[src/rtl/pat_pkg.sv]
`timescale 1ns / 1ps
// ----------------------------------------------------------------------------
// pat_pkg: shared types and constants of the point affine transform
// Register indexes, fixed-point fraction widths, copy kinds and scale modes.
// ----------------------------------------------------------------------------
package pat_pkg;

  typedef enum logic [2:0] {
    REG_COS    = 3'd0,
    REG_SIN    = 3'd1,
    REG_SCALE  = 3'd2,
    REG_SHX    = 3'd3,
    REG_SHY    = 3'd4,
    REG_SFTX   = 3'd5,
    REG_SFTY   = 3'd6,
    REG_MIRROR = 3'd7
  } reg_idx_t;

  typedef enum logic [1:0] {
    KIND_XFORM = 2'd0,
    KIND_MX    = 2'd1,
    KIND_MY    = 2'd2,
    KIND_MXY   = 2'd3
  } copy_kind_t;

  typedef enum logic [1:0] {
    SCL_NONE  = 2'd0,
    SCL_LIM_X = 2'd1,
    SCL_LIM_Y = 2'd2
  } scale_mode_t;

  localparam int ROT_FRAC   = 14;
  localparam int SHEAR_FRAC = 12;
  localparam int SCALE_FRAC = 8;
  localparam int ADDR_W     = 5;
  localparam int DATA_W     = 32;
  localparam int OUT_W      = 8;

endpackage

[src/rtl/point_affine_transform.sv]
`timescale 1ns / 1ps
// ----------------------------------------------------------------------------
// point_affine_transform: rotate, scale, shear and translate image points
// Fully pipelined point transform with clamping and mirrored copies.
// ----------------------------------------------------------------------------
// Each input item is one point; it runs through a pipeline of PW+8 stages
// (16 at the default 256-pixel image), where PW is the coordinate width and
// PW stages form the restoring divider of the scale step. A new item can
// enter every cycle unless stalled. The last stage emits one to four result
// items, one per cycle while out_ready is high, and takes no new item until
// the last is taken. Configuration is written through an APB port that is
// always ready and must only be written while the pipeline is empty.
// ----------------------------------------------------------------------------
module point_affine_transform #(
  parameter int IMAGE_SIZE       = 256,
  parameter int TRANSFORM_CENTER = 64
) (
  input  logic                        clk,
  input  logic                        rst_n,
  input  logic                        psel,
  input  logic                        penable,
  input  logic                        pwrite,
  input  logic [pat_pkg::ADDR_W-1:0]  paddr,
  input  logic [pat_pkg::DATA_W-1:0]  pwdata,
  output logic [pat_pkg::DATA_W-1:0]  prdata,
  output logic                        pready,
  input  logic                        in_valid,
  output logic                        in_ready,
  input  logic [7:0]                  in_point_x,
  input  logic [7:0]                  in_point_y,
  output logic                        out_valid,
  input  logic                        out_ready,
  output logic [pat_pkg::OUT_W-1:0]   out_x,
  output logic [pat_pkg::OUT_W-1:0]   out_y,
  output logic [1:0]                  out_copy_kind,
  output logic                        out_last_copy
);
  import pat_pkg::*;

  localparam int PW_S  = $clog2(IMAGE_SIZE);
  localparam int PW_C  = $clog2(TRANSFORM_CENTER + 1);
  localparam int PW_SC = (PW_S > PW_C) ? PW_S : PW_C;
  localparam int PW    = (PW_SC < 8) ? 8 : PW_SC;
  localparam int DW    = PW + 1;
  localparam int MW    = DW + 16;
  localparam int SW    = PW + 20;
  localparam int QW    = PW;
  localparam int NW    = 2 * PW + 2;
  localparam int QSW   = PW + SCALE_FRAC;
  localparam int M_A   = (TRANSFORM_CENTER < IMAGE_SIZE - TRANSFORM_CENTER) ?
                         TRANSFORM_CENTER : IMAGE_SIZE - TRANSFORM_CENTER;
  localparam int M_INT = (M_A < 0) ? 0 : M_A;
  localparam int H2    = 2 * (IMAGE_SIZE / 2);
  localparam int FS    = 4 + QW;
  localparam int NS    = FS + 4;
  localparam logic signed [SW-1:0] CEN_S = SW'(TRANSFORM_CENTER);
  localparam logic [PW+15:0] MK = (PW + 16)'(M_INT * (2 ** SCALE_FRAC));

  typedef struct packed {
    scale_mode_t     mode;
    logic            sx;
    logic            sy;
    logic [QSW-1:0]  qx0;
    logic [QSW-1:0]  qy0;
    logic [NW-1:0]   rem;
    logic [PW:0]     d2;
    logic [QW-1:0]   q;
  } dv_t;

  function automatic logic signed [SW-1:0] rnd_sh(input logic signed [SW-1:0] v,
                                                  input int f);
    logic [SW-1:0] mag;
    logic [SW-1:0] qq;
    mag = v[SW-1] ? SW'(-v) : SW'(v);
    qq  = (mag + (SW'(1) << (f - 1))) >> f;
    return v[SW-1] ? -$signed(qq) : $signed(qq);
  endfunction

  function automatic logic [PW-1:0] clampc(input logic signed [SW-1:0] v);
    if (v < 0) begin
      return '0;
    end else if (v > SW'(IMAGE_SIZE - 1)) begin
      return PW'(IMAGE_SIZE - 1);
    end
    return v[PW-1:0];
  endfunction

  // Configuration registers
  logic signed [15:0] cos_coef_r, sin_coef_r, shear_x_r, shear_y_r;
  logic        [15:0] scale_factor_r;
  logic signed [8:0]  shift_x_r, shift_y_r;
  logic        [2:0]  mirror_mask_r;
  reg_idx_t           cfg_idx;

  assign pready  = 1'b1;
  assign cfg_idx = reg_idx_t'(paddr[ADDR_W-1:2]);

  always_ff @(posedge clk) begin
    if (!rst_n) begin
      cos_coef_r     <= 16'sd16384;
      sin_coef_r     <= '0;
      scale_factor_r <= 16'd256;
      shear_x_r      <= '0;
      shear_y_r      <= '0;
      shift_x_r      <= '0;
      shift_y_r      <= '0;
      mirror_mask_r  <= '0;
    end else if (psel && penable && pwrite && pready) begin
      case (cfg_idx)
        REG_COS:    cos_coef_r     <= pwdata[15:0];
        REG_SIN:    sin_coef_r     <= pwdata[15:0];
        REG_SCALE:  scale_factor_r <= pwdata[15:0];
        REG_SHX:    shear_x_r      <= pwdata[15:0];
        REG_SHY:    shear_y_r      <= pwdata[15:0];
        REG_SFTX:   shift_x_r      <= pwdata[8:0];
        REG_SFTY:   shift_y_r      <= pwdata[8:0];
        REG_MIRROR: mirror_mask_r  <= pwdata[2:0];
        default: ;
      endcase
    end
  end

  always_comb begin
    case (cfg_idx)
      REG_COS:    prdata = {16'b0, cos_coef_r};
      REG_SIN:    prdata = {16'b0, sin_coef_r};
      REG_SCALE:  prdata = {16'b0, scale_factor_r};
      REG_SHX:    prdata = {16'b0, shear_x_r};
      REG_SHY:    prdata = {16'b0, shear_y_r};
      REG_SFTX:   prdata = {23'b0, shift_x_r};
      REG_SFTY:   prdata = {23'b0, shift_y_r};
      REG_MIRROR: prdata = {29'b0, mirror_mask_r};
      default:    prdata = '0;
    endcase
  end

  // Pipeline valid bits and per-stage ready chain
  logic [NS-1:0] v_r, v_nxt;
  logic [NS:0]   rdy;

  always_comb begin
    rdy[NS] = out_ready && out_last_copy;
    for (int k = NS - 1; k >= 0; k--) begin
      rdy[k] = !v_r[k] || rdy[k+1];
    end
    for (int k = 0; k < NS; k++) begin
      if (rdy[k]) begin
        v_nxt[k] = (k == 0) ? in_valid : v_r[(k == 0) ? 0 : k - 1];
      end else begin
        v_nxt[k] = v_r[k];
      end
    end
  end

  always_ff @(posedge clk) begin
    if (!rst_n) begin
      v_r <= '0;
    end else begin
      v_r <= v_nxt;
    end
  end

  assign in_ready = rdy[0];

  // Stage 0: rotation products
  logic signed [DW-1:0] dx0, dy0;
  logic signed [MW-1:0] pxc_r, pys_r, pxs_r, pyc_r;
  logic signed [MW-1:0] pxc_nxt, pys_nxt, pxs_nxt, pyc_nxt;

  always_comb begin
    dx0     = DW'(in_point_x) - DW'(TRANSFORM_CENTER);
    dy0     = DW'(in_point_y) - DW'(TRANSFORM_CENTER);
    pxc_nxt = dx0 * cos_coef_r;
    pys_nxt = dy0 * sin_coef_r;
    pxs_nxt = dx0 * sin_coef_r;
    pyc_nxt = dy0 * cos_coef_r;
  end

  always_ff @(posedge clk) begin
    if (rdy[0]) begin
      pxc_r <= pxc_nxt;
      pys_r <= pys_nxt;
      pxs_r <= pxs_nxt;
      pyc_r <= pyc_nxt;
    end
  end

  // Stage 1: rotation rounding and clamp
  logic signed [SW-1:0] rsx, rsy;
  logic [PW-1:0]        x1_r, y1_r, x1_nxt, y1_nxt;

  always_comb begin
    rsx    = SW'(pxc_r) - SW'(pys_r);
    rsy    = SW'(pxs_r) + SW'(pyc_r);
    x1_nxt = clampc(rnd_sh(rsx, ROT_FRAC) + CEN_S);
    y1_nxt = clampc(rnd_sh(rsy, ROT_FRAC) + CEN_S);
  end

  always_ff @(posedge clk) begin
    if (rdy[1]) begin
      x1_r <= x1_nxt;
      y1_r <= y1_nxt;
    end
  end

  // Stage 2: scale offsets and requested-scale products
  logic signed [DW-1:0] dx2, dy2;
  logic [PW-1:0]        ax_r, ay_r, ax_nxt, ay_nxt;
  logic                 sx_r, sy_r;
  logic [PW+15:0]       pa_r, pb_r, pa_nxt, pb_nxt;

  always_comb begin
    dx2    = DW'(x1_r) - DW'(TRANSFORM_CENTER);
    dy2    = DW'(y1_r) - DW'(TRANSFORM_CENTER);
    ax_nxt = dx2[DW-1] ? PW'(-dx2) : PW'(dx2);
    ay_nxt = dy2[DW-1] ? PW'(-dy2) : PW'(dy2);
    pa_nxt = scale_factor_r * ax_nxt;
    pb_nxt = scale_factor_r * ay_nxt;
  end

  always_ff @(posedge clk) begin
    if (rdy[2]) begin
      ax_r <= ax_nxt;
      ay_r <= ay_nxt;
      sx_r <= dx2[DW-1];
      sy_r <= dy2[DW-1];
      pa_r <= pa_nxt;
      pb_r <= pb_nxt;
    end
  end

  // Stage 3: safe-limit selection and divider operands
  dv_t           dv_r [0:QW];
  dv_t           dv0_nxt;
  logic          c1, c2;
  logic [PW-1:0] dsel, osel;

  always_comb begin
    c1   = (ax_r != '0) && (MK < pa_r);
    c2   = (ay_r != '0) && (c1 ? ((M_INT != 0) && (ax_r < ay_r)) : (MK < pb_r));
    dsel = c2 ? ay_r : ax_r;
    osel = c2 ? ax_r : ay_r;
    dv0_nxt.mode = c2 ? SCL_LIM_Y : (c1 ? SCL_LIM_X : SCL_NONE);
    dv0_nxt.sx   = sx_r;
    dv0_nxt.sy   = sy_r;
    dv0_nxt.qx0  = QSW'((pa_r + (PW + 16)'(128)) >> SCALE_FRAC);
    dv0_nxt.qy0  = QSW'((pb_r + (PW + 16)'(128)) >> SCALE_FRAC);
    dv0_nxt.rem  = ((NW'(osel) * NW'(M_INT)) << 1) + NW'(dsel);
    dv0_nxt.d2   = {dsel, 1'b0};
    dv0_nxt.q    = '0;
  end

  always_ff @(posedge clk) begin
    if (rdy[3]) begin
      dv_r[0] <= dv0_nxt;
    end
  end

  // Stages 4 .. 3+QW: restoring divider, one quotient bit per stage
  for (genvar j = 0; j < QW; j++) begin : g_div
    dv_t           st_nxt;
    logic [NW-1:0] sub;

    always_comb begin
      st_nxt = dv_r[j];
      sub    = NW'(dv_r[j].d2) << (QW - 1 - j);
      if (dv_r[j].rem >= sub) begin
        st_nxt.rem          = dv_r[j].rem - sub;
        st_nxt.q[QW-1-j]    = 1'b1;
      end
    end

    always_ff @(posedge clk) begin
      if (rdy[4+j]) begin
        dv_r[j+1] <= st_nxt;
      end
    end
  end

  // Stage FS: apply scale
  logic [QSW-1:0]       mx, my;
  logic signed [SW-1:0] sxv, syv;
  logic [PW-1:0]        x2_r, y2_r, x2_nxt, y2_nxt;

  always_comb begin
    mx = dv_r[QW].qx0;
    my = dv_r[QW].qy0;
    if (dv_r[QW].mode == SCL_LIM_X) begin
      mx = QSW'(M_INT);
      my = QSW'(dv_r[QW].q);
    end else if (dv_r[QW].mode == SCL_LIM_Y) begin
      mx = QSW'(dv_r[QW].q);
      my = QSW'(M_INT);
    end
    sxv    = dv_r[QW].sx ? CEN_S - SW'(mx) : CEN_S + SW'(mx);
    syv    = dv_r[QW].sy ? CEN_S - SW'(my) : CEN_S + SW'(my);
    x2_nxt = clampc(sxv);
    y2_nxt = clampc(syv);
  end

  always_ff @(posedge clk) begin
    if (rdy[FS]) begin
      x2_r <= x2_nxt;
      y2_r <= y2_nxt;
    end
  end

  // Stage FS+1: shear products
  logic signed [PW+16:0] phx_r, phy_r, phx_nxt, phy_nxt;
  logic [PW-1:0]         x2d_r, y2d_r;

  always_comb begin
    phx_nxt = shear_x_r * $signed({1'b0, y2_r});
    phy_nxt = shear_y_r * $signed({1'b0, x2_r});
  end

  always_ff @(posedge clk) begin
    if (rdy[FS+1]) begin
      phx_r <= phx_nxt;
      phy_r <= phy_nxt;
      x2d_r <= x2_r;
      y2d_r <= y2_r;
    end
  end

  // Stage FS+2: shear rounding and clamp
  logic signed [SW-1:0] shs_x, shs_y;
  logic [PW-1:0]        x3_r, y3_r, x3_nxt, y3_nxt;

  always_comb begin
    shs_x  = (SW'(x2d_r) << SHEAR_FRAC) + SW'(phx_r);
    shs_y  = (SW'(y2d_r) << SHEAR_FRAC) + SW'(phy_r);
    x3_nxt = clampc(rnd_sh(shs_x, SHEAR_FRAC));
    y3_nxt = clampc(rnd_sh(shs_y, SHEAR_FRAC));
  end

  always_ff @(posedge clk) begin
    if (rdy[FS+2]) begin
      x3_r <= x3_nxt;
      y3_r <= y3_nxt;
    end
  end

  // Stage FS+3: translation, mirrors and result emission
  logic [PW-1:0] x4_r, y4_r, xm_r, ym_r, x4_nxt, y4_nxt, xm_nxt, ym_nxt;
  logic [3:0]    pend_r, pend_nxt;
  copy_kind_t    kind;

  always_comb begin
    x4_nxt = clampc(SW'(x3_r) + SW'(shift_x_r));
    y4_nxt = clampc(SW'(y3_r) + SW'(shift_y_r));
    xm_nxt = clampc(SW'(H2) - SW'(x4_nxt));
    ym_nxt = clampc(SW'(H2) - SW'(y4_nxt));
    if (rdy[NS-1]) begin
      pend_nxt = {mirror_mask_r, 1'b1};
    end else if (out_valid && out_ready) begin
      pend_nxt = pend_r & (pend_r - 4'd1);
    end else begin
      pend_nxt = pend_r;
    end
  end

  always_ff @(posedge clk) begin
    if (rdy[NS-1]) begin
      x4_r <= x4_nxt;
      y4_r <= y4_nxt;
      xm_r <= xm_nxt;
      ym_r <= ym_nxt;
    end
  end

  always_ff @(posedge clk) begin
    if (!rst_n) begin
      pend_r <= '0;
    end else begin
      pend_r <= pend_nxt;
    end
  end

  always_comb begin
    if (pend_r[0]) begin
      kind = KIND_XFORM;
    end else if (pend_r[1]) begin
      kind = KIND_MX;
    end else if (pend_r[2]) begin
      kind = KIND_MY;
    end else begin
      kind = KIND_MXY;
    end
  end

  assign out_valid     = v_r[NS-1];
  assign out_copy_kind = kind;
  assign out_last_copy = $onehot(pend_r);
  assign out_x         = kind[0] ? xm_r[OUT_W-1:0] : x4_r[OUT_W-1:0];
  assign out_y         = kind[1] ? ym_r[OUT_W-1:0] : y4_r[OUT_W-1:0];

  a_more_copies: assert property (@(posedge clk) disable iff (!rst_n)
    out_valid && out_ready && !out_last_copy |=> out_valid)
    else $error("Result items of a point were dropped.");

  a_pending: assert property (@(posedge clk) disable iff (!rst_n)
    out_valid |-> pend_r != '0)
    else $error("Output valid without a pending copy.");

  a_enter: assert property (@(posedge clk) disable iff (!rst_n)
    in_valid && in_ready |=> v_r[0])
    else $error("Accepted item did not enter the pipeline.");

  a_quot: assert property (@(posedge clk) disable iff (!rst_n)
    v_r[FS-1] && dv_r[QW].mode != SCL_NONE |-> dv_r[QW].q <= QW'(M_INT))
    else $error("Scale quotient exceeds the safe limit.");

endmodule
[config.mk]
export PLATFORM = sky130hd
export DESIGN_NAME = point_affine_transform
export DESIGN_NICKNAME = d
export VERILOG_FILES = /design/src/rtl/pat_pkg.sv /design/src/rtl/point_affine_transform.sv
export SDC_FILE = /design/constraint.sdc
export NUM_CORES = 2
export LEC_CHECK = 0
export BUFFER_PORTS_ARGS = -buffer_cell sky130_fd_sc_hd__buf_2
export CAP_MARGIN = 20
export CORE_ASPECT_RATIO = 0.7
export CORE_MARGIN = 2
export CORE_UTILIZATION = 35
export CTS_CLUSTER_SIZE = 28
export DETAILED_ROUTE_END_ITERATION = 16
export HOLD_SLACK_MARGIN = 0.06
export SKIP_CTS_REPAIR_TIMING = 1
export SYNTH_ARGS = -nofsm -noshare
export SYNTH_HDL_FRONTEND = slang
export SYNTH_SLANG_ARGS = --single-unit
[constraint.sdc]
create_clock -name clk -period 7.1 [get_ports clk]
set_input_delay 0.71 -clock clk [delete_from_list [all_inputs] [get_ports clk]]
set_output_delay 0.71 -clock clk [all_outputs]
set_load 0.005 [all_outputs]
# --- Yosys cells after proc, flatten, opt, wreduce, memory -nomap -nowiden ---
# Memories as Yosys holds them, arrays and structs flattened.
# Index checks and enable logic that the tools add are counted.
totals:
  output_inout_bits: 54
  reg_bits: 433
  word_cells: 310
  memories: 1
  ramBits: 639
  input_bits: 60
mem_list:
  columns: ["memory", "words", "width", "rd", "rd_ports_with_merged_regs", "write_ports", "line", "source"]
  rows:
  - ["dv_r", 9, 71, 9, 0, 9, "point_affine_transform.sv:233", "dv_t dv_r [0:QW];"]
classes:
  n_eq_ne: 10
  mul: 8
  n_mux: 113
  n_lt_le_gt_ge: 31
  n_reduce_logical: 50
  bitwise_logic: 1
  addsub: 47
ops:
  columns: ["cell", "count"]
  rows:
  - ["$mux W8", 36]
  - ["$mux W28", 10]
  - ["$pmux W32 S8", 1]
  - ["$gt A28 B9 Y1 const B", 6]
  - ["$lt A28 B1 Y1 const B", 6]
  - ["$mux W18", 8]
  - ["$neg A26 Y28", 4]
  - ["$mul A9 B16 Y25", 4]
  - ["$mux W16", 4]
  - ["$add A28 B12 Y28 const B", 2]
  - ["$add A28 B14 Y28 const B", 2]
  - ["$add A28 B8 Y28 const B", 2]
  - ["$neg A14 Y28", 2]
  - ["$neg A16 Y28", 2]
  - ["$add A21 B25 Y26", 2]
  - ["$mul A16 B9 Y25", 2]
  - ["$mux W1", 49]
  - ["$add A24 B8 Y24 const B", 2]
  - ["$lt A15 B24 Y1 const A", 2]
  - ["$mul A16 B8 Y24", 2]
  - ["$gt A10 B9 Y1 const B", 4]
  - ["$lt A10 B1 Y1 const B", 4]
  - ["$sub A8 B7 Y9 const B", 4]
  - ["$add A7 B16 Y17 const A", 2]
  - ["42 further kinds", 98]

# --- Depth between registers and ports, before layout ---
depth:
  depth_word: 20
  depth_mapped: 33
  depth_no_buf: 33

# --- Worst setup path after synthesis ---
# Ideal clock, no wire load.
synth_timing:
  kind: "in2reg"
  startpoint: "input in_point_y[6]"
  endpoint: "register pyc_r[24] (data pin)"
  path_slack_ps: -633
  setup_time_ps: 260
  cell_stages: 29
  required_time_ps: 6840
  t_arrival_ps: 7473
  n_path_buf: 3
  cell_sequence: "clkbuf_1 > clkinv_1 > clkbuf_1 > ha_1 > clkbuf_1 > nand2b_1 > fa_1 > fa_1 > fa_1 > inv_1 > fa_1 > fa_1 > ha_1 > inv_1 > o21bai_1 > a21oi_1 > o21bai_1 > a21oi_1 > o21bai_1 > a21oi_1 > o21bai_1 > a21oi_1 > o21bai_1 > a21oi_1 > o21ai_0 > or4_1 > a31o_2 > a21oi_1 > xnor2_1"
synth_via:
  elab_chain_len: 2
synth_lines:
  columns: ["element", "line", "source"]
  rows:
  - ["from (decl)", "point_affine_transform.sv:30", "input logic [7:0] in_point_y,"]
  - ["$sub A8 B7 Y9", "point_affine_transform.sv:172", "dy0 = DW'(in_point_y) - DW'(TRANSFORM_CENTER);"]
  - ["$mul A9 B16 Y25", "point_affine_transform.sv:176", "pyc_nxt = dy0 * cos_coef_r;"]
  - ["named net pyc_nxt[24]", "point_affine_transform.sv:168", "logic signed [MW-1:0] pxc_nxt, pys_nxt, pxs_nxt, pyc_nxt;"]
  - ["to (signal assigned)", "point_affine_transform.sv:184", "pyc_r <= pyc_nxt;"]
  - ["to (decl)", "point_affine_transform.sv:167", "logic signed [MW-1:0] pxc_r, pys_r, pxs_r, pyc_r;"]
# The timed path passes the listed nets, and every way through them passes these cells.
# A chain may end at the register's enable or synchronous reset.

# --- Final worst setup path ---
layout_timing:
  startpoint: "register pxs_r[0]"
  endpoint: "register y1_r[5] (data pin)"
layout_via:
  elab_chain_len: 11
  elab_cells_between_ends: 13
  classes_between: "add/sub: 5; order compare: 2; mux: 6"
layout_lines:
  columns: ["element", "line", "source"]
  rows:
  - ["from (decl)", "point_affine_transform.sv:167", null]
  - ["from (signal assigned)", "point_affine_transform.sv:183", "pxs_r <= pxs_nxt;"]
  - ["$add A25 B25 Y26 (*)", "point_affine_transform.sv:194", "rsy = SW'(pxs_r) + SW'(pyc_r);"]
  - ["$neg A26 Y28", "point_affine_transform.sv:74", "mag = v[SW-1] ? SW'(-v) : SW'(v);"]
  - ["$mux W28", "point_affine_transform.sv:74", null]
  - ["$add A28 B14 Y28", "point_affine_transform.sv:75", "qq = (mag + (SW'(1) << (f - 1))) >> f;"]
  - ["$neg A14 Y28", "point_affine_transform.sv:76", "return v[SW-1] ? -$signed(qq) : $signed(qq);"]
  - ["$mux W28 (*)", "point_affine_transform.sv:76", null]
  - ["$add A28 B8 Y28 (*)", "point_affine_transform.sv:196", "y1_nxt = clampc(rnd_sh(rsy, ROT_FRAC) + CEN_S);"]
  - ["$gt A28 B9 Y1", "point_affine_transform.sv:82", "end else if (v > SW'(IMAGE_SIZE - 1)) begin"]
  - ["$mux W1", "point_affine_transform.sv:82", null]
  - ["$mux W1", "point_affine_transform.sv:80", "if (v < 0) begin"]
  - ["$mux W8 (*)", "point_affine_transform.sv:85", "return v[PW-1:0];"]
  - ["named net y1_nxt[5]", "point_affine_transform.sv:190", "logic [PW-1:0] x1_r, y1_r, x1_nxt, y1_nxt;"]
  - ["to (signal assigned)", "point_affine_transform.sv:202", "y1_r <= y1_nxt;"]
  - ["to (decl)", "point_affine_transform.sv:190", null]
# The timed path passes the listed nets; every way through them passes the cells marked *.

==> reports/results.tsv <==
metric	value	unit
crit end category	flop	
Initial DRC Count	4554	
HP Class	in -> reg	
Critical Path Max Stage Delay	0.57	ns
routed vias/inst	4.94	
EDFF count, synth	837	
most frequent CP cell	xnor2_1	
CTS tree	built	
post-route ant nets	0	
post-route insts no fill	11400	
Max IR drop VDD	226	µV
Die ar.	240000	µm²
Synth top area share	30.4	%
CORE AREA	235000	µm²
Setup-failing EPs final	0	
register area share after synthesis	33.3	%
Switch Pwr	0.00987	W
Top delay family on crit path	compound AO/OA/AOI/OAI gates	
1st-pass router iterations	6	
worst-path maximum fanout	9	
fraction of registers with async set/reset	0	%
io pins	114	
Clock Latency Late Sink	0.72	ns
endpoints failing hold	0	
die width	585	µm
number of global-route vias before repair	57400	
Required @ worst endpoint	7.57	ns
DR DRC count	0	
Yosys cell types	128	
PwrDens	283	nW/µm²
via count	56400	
Worst EP arrival	7.19	ns
flops & latches, synth	958	
run status	complete, no violations	
final max-slew violation count	0	
Multi-input gate area	49700	µm²
Post-Route WL	197000	µm
Worst-Margin Slew	1.19	ns
critical path class	reg -> reg	
cells taking the most area after synthesis	edfxtp_1 (30%), fa_1 (21%), ha_1 (8.8%)	
Layout area overhead	10.8	%
Starting Density	35.1	%
startpoint class of the critical path	flop	
routability cong.	0.895	
input/output buffers	78	
CP Buf/Inv Count	2	
Layout Nets	9661	
RSZ-0062 raised after global routing	true	
P_int	0.0161	W
placed cell count	11200	
CP max stage cell	or4_4	
DR WL/cell	17.2	µm
Post-Syn Area	82700	µm²
Clock Skew	0.0431	ns
Die H	411	µm
GRT Residual Overflow	0	
Rel. slew slack	20.3	%
Synth area leader	edfxtp_1	
Core Util, Final	38.9	%
Root Buffer Master	clkbuf_16	
first-pass GRT wire length	319000	µm
setup TNS	0	ns
main flop type after synthesis	edfxtp_1	
CTS Buf Count	96	
detailed placer's ending HPWL	156000	µm
Rows	149	
Avg Synthesized Cell Area	10.3	µm²
register clock-pin slew on the reported worst setup and hold paths	0.06	ns
post-route setup slack	0.379	ns
Ys Warns	0	
number of H-tree levels	3	
leak pwr	41.5	nW
initial antenna violation count	9	
Tcrit/Tclk final	94.7	%
fin crit period	6.72	ns
Net Sw Frac	38.0	%
CTS max path bufs	3	
Clk pwr share	20.8	%
Fmax	149	MHz
max cap viols	0	
# fillers	22900	
largest net degree at the start of global routing	105	
Combinational Power Share	42.5	%
Sequential Area	27600	µm²
share of layout cells above drive strength 1	8.42	%
Total Routing Usage GR	16.6	%
Seq pwr share	36.6	%
Synth Instances	8015	
CTS Sinks	958	
setup slack at placement	-0.0455	ns
CP cell instances	ha_1, fa_1, a211oi_4, xor2_1, a31oi_1, or4_4, a2111oi_4, and4_4, nor2_1, xnor2_1, ha_2, xnor2_2, xnor2_1, inv_1, ha_1, inv_1, or2_2, nor4_4, mux2i_1, a41oi_2, xnor2_1, mux2_4, a32o_2, a31oi_1	
-- metrics by stage --
step           instance area, µm²  power, W  hold slack (ns)
2_1_floorplan               82800    0.0172            0.400
6_report                    91600    0.0260            0.310
3_5_place_dp                87700    0.0203            0.405
3_3_place_gp                87700    0.0199            0.403
4_1_cts                     91100    0.0258            0.264
5_1_grt                     91600    0.0278            0.299
-- synth_stat cells, drive strengths merged (41+ instances only) --
master / number
mux2i: 64
or3: 41
xor2: 113
nand2: 917
nor2: 327
a21oi: 306
clkbuf: 282
nor4: 62
ha: 580
and2: 491
nor3: 87
fa: 862
nand2b: 156
o21ai: 248
nand3: 79
nor2b: 97
a21o: 73
nand4: 51
a21boi: 111
edfxtp: 837
xnor2: 339
inv: 1157
dfxtp: 121
o21bai: 61
buf: 48
a31oi: 41
-- final cells by class --
class	instances	share of cell area [%]
Timing Repair Buffer	361	2.89
Clock inverter	59	0.956
Multi-Input combinational cell	5583	54.2
Tap cell	3171	4.33
Sequential cell	958	30.1
Inverter	1159	4.76
Antenna cell	3	0.00819
Clock buffer	120	2.75
-- power groups by stage --
| stage | combinational [W] | clock, W | sequential (W) |
|---|---|---|---|
| after floorplan | 0.00806 | 0 | 0.00911 |
| after global placement | 0.0102 | 0 | 0.00972 |
| after detailed placement | 0.0105 | 0 | 0.00978 |
| after global routing | 0.0124 | 0.00578 | 0.00972 |
| final | 0.0110 | 0.00541 | 0.00951 |
| after CTS | 0.0106 | 0.00556 | 0.00967 |
-- routing by layer --
layer  up-vias  part of all wire, %  global-route usage [%]
met2      1551                   42                    24.7
met3       228                  7.2                    3.04
met4         2                  2.3                    3.97
met5         -               0.0066                       0
li1      26800                    -                       -
met1     27800                   49                    24.8
-- worst paths after layout --
path                start        endpoint  slack [ns]  cells after the start
max              pxs_r[0]         y1_r[5]        0.38                     24
min                 rst_n  cos_coef_r[14]        0.31                      2
max reg2reg      pxs_r[0]         y1_r[5]        0.38                     24
min reg2reg  dv_r[0][538]    dv_r[0][609]        0.38                      0
-- cells in the final DEF (no fill, tap or decap), types with 70 or more instances in the layout --
cell and count:
a21boi_0 101, a21o_1 70, a21oi_1 282, and2_1 489
buf_2 77, buf_4 270, clkbuf_16 96, dfxtp_1 114
edfxtp_1 837, fa_1 862, ha_1 577, inv_1 1149
nand2_1 913, nand2b_1 156, nand3_1 78, nor2_1 325
nor2b_1 97, nor3_1 83, o21ai_0 226, xnor2_1 335
xor2_1 110
-- flip-flops by register name, indices dropped and copies added, names as in the netlist, 9 cells and up --
register / cells
pb_r: 24
cos_coef_r: 16
phy_r: 25
pyc_r: 25
v_r: 16
shear_x_r: 16
scale_factor_r: 16
phx_r: 25
pxc_r: 25
dv_r: 525
shear_y_r: 16
pys_r: 25
pxs_r: 25
shift_x_r: 9
shift_y_r: 9
pa_r: 24
sin_coef_r: 16
-- cells by family (layout without fill, tap and decap cells) --
family / after synthesis / after routing / share of synthesized area (%)
simple gates: 2427 / 2427 / 14.6
buf+inv: 1489 / 1699 / 6.97
fa+ha+maj: 1443 / 1443 / 29.7
compound gates: 1136 / 1136 / 9.08
flops: 958 / 958 / 33.3
xor+xnor: 453 / 453 / 4.87
mux: 107 / 107 / 1.46
other cells: 2 / 20 / 0.00908
Note: power is estimated with default switching activity, not from simulation.
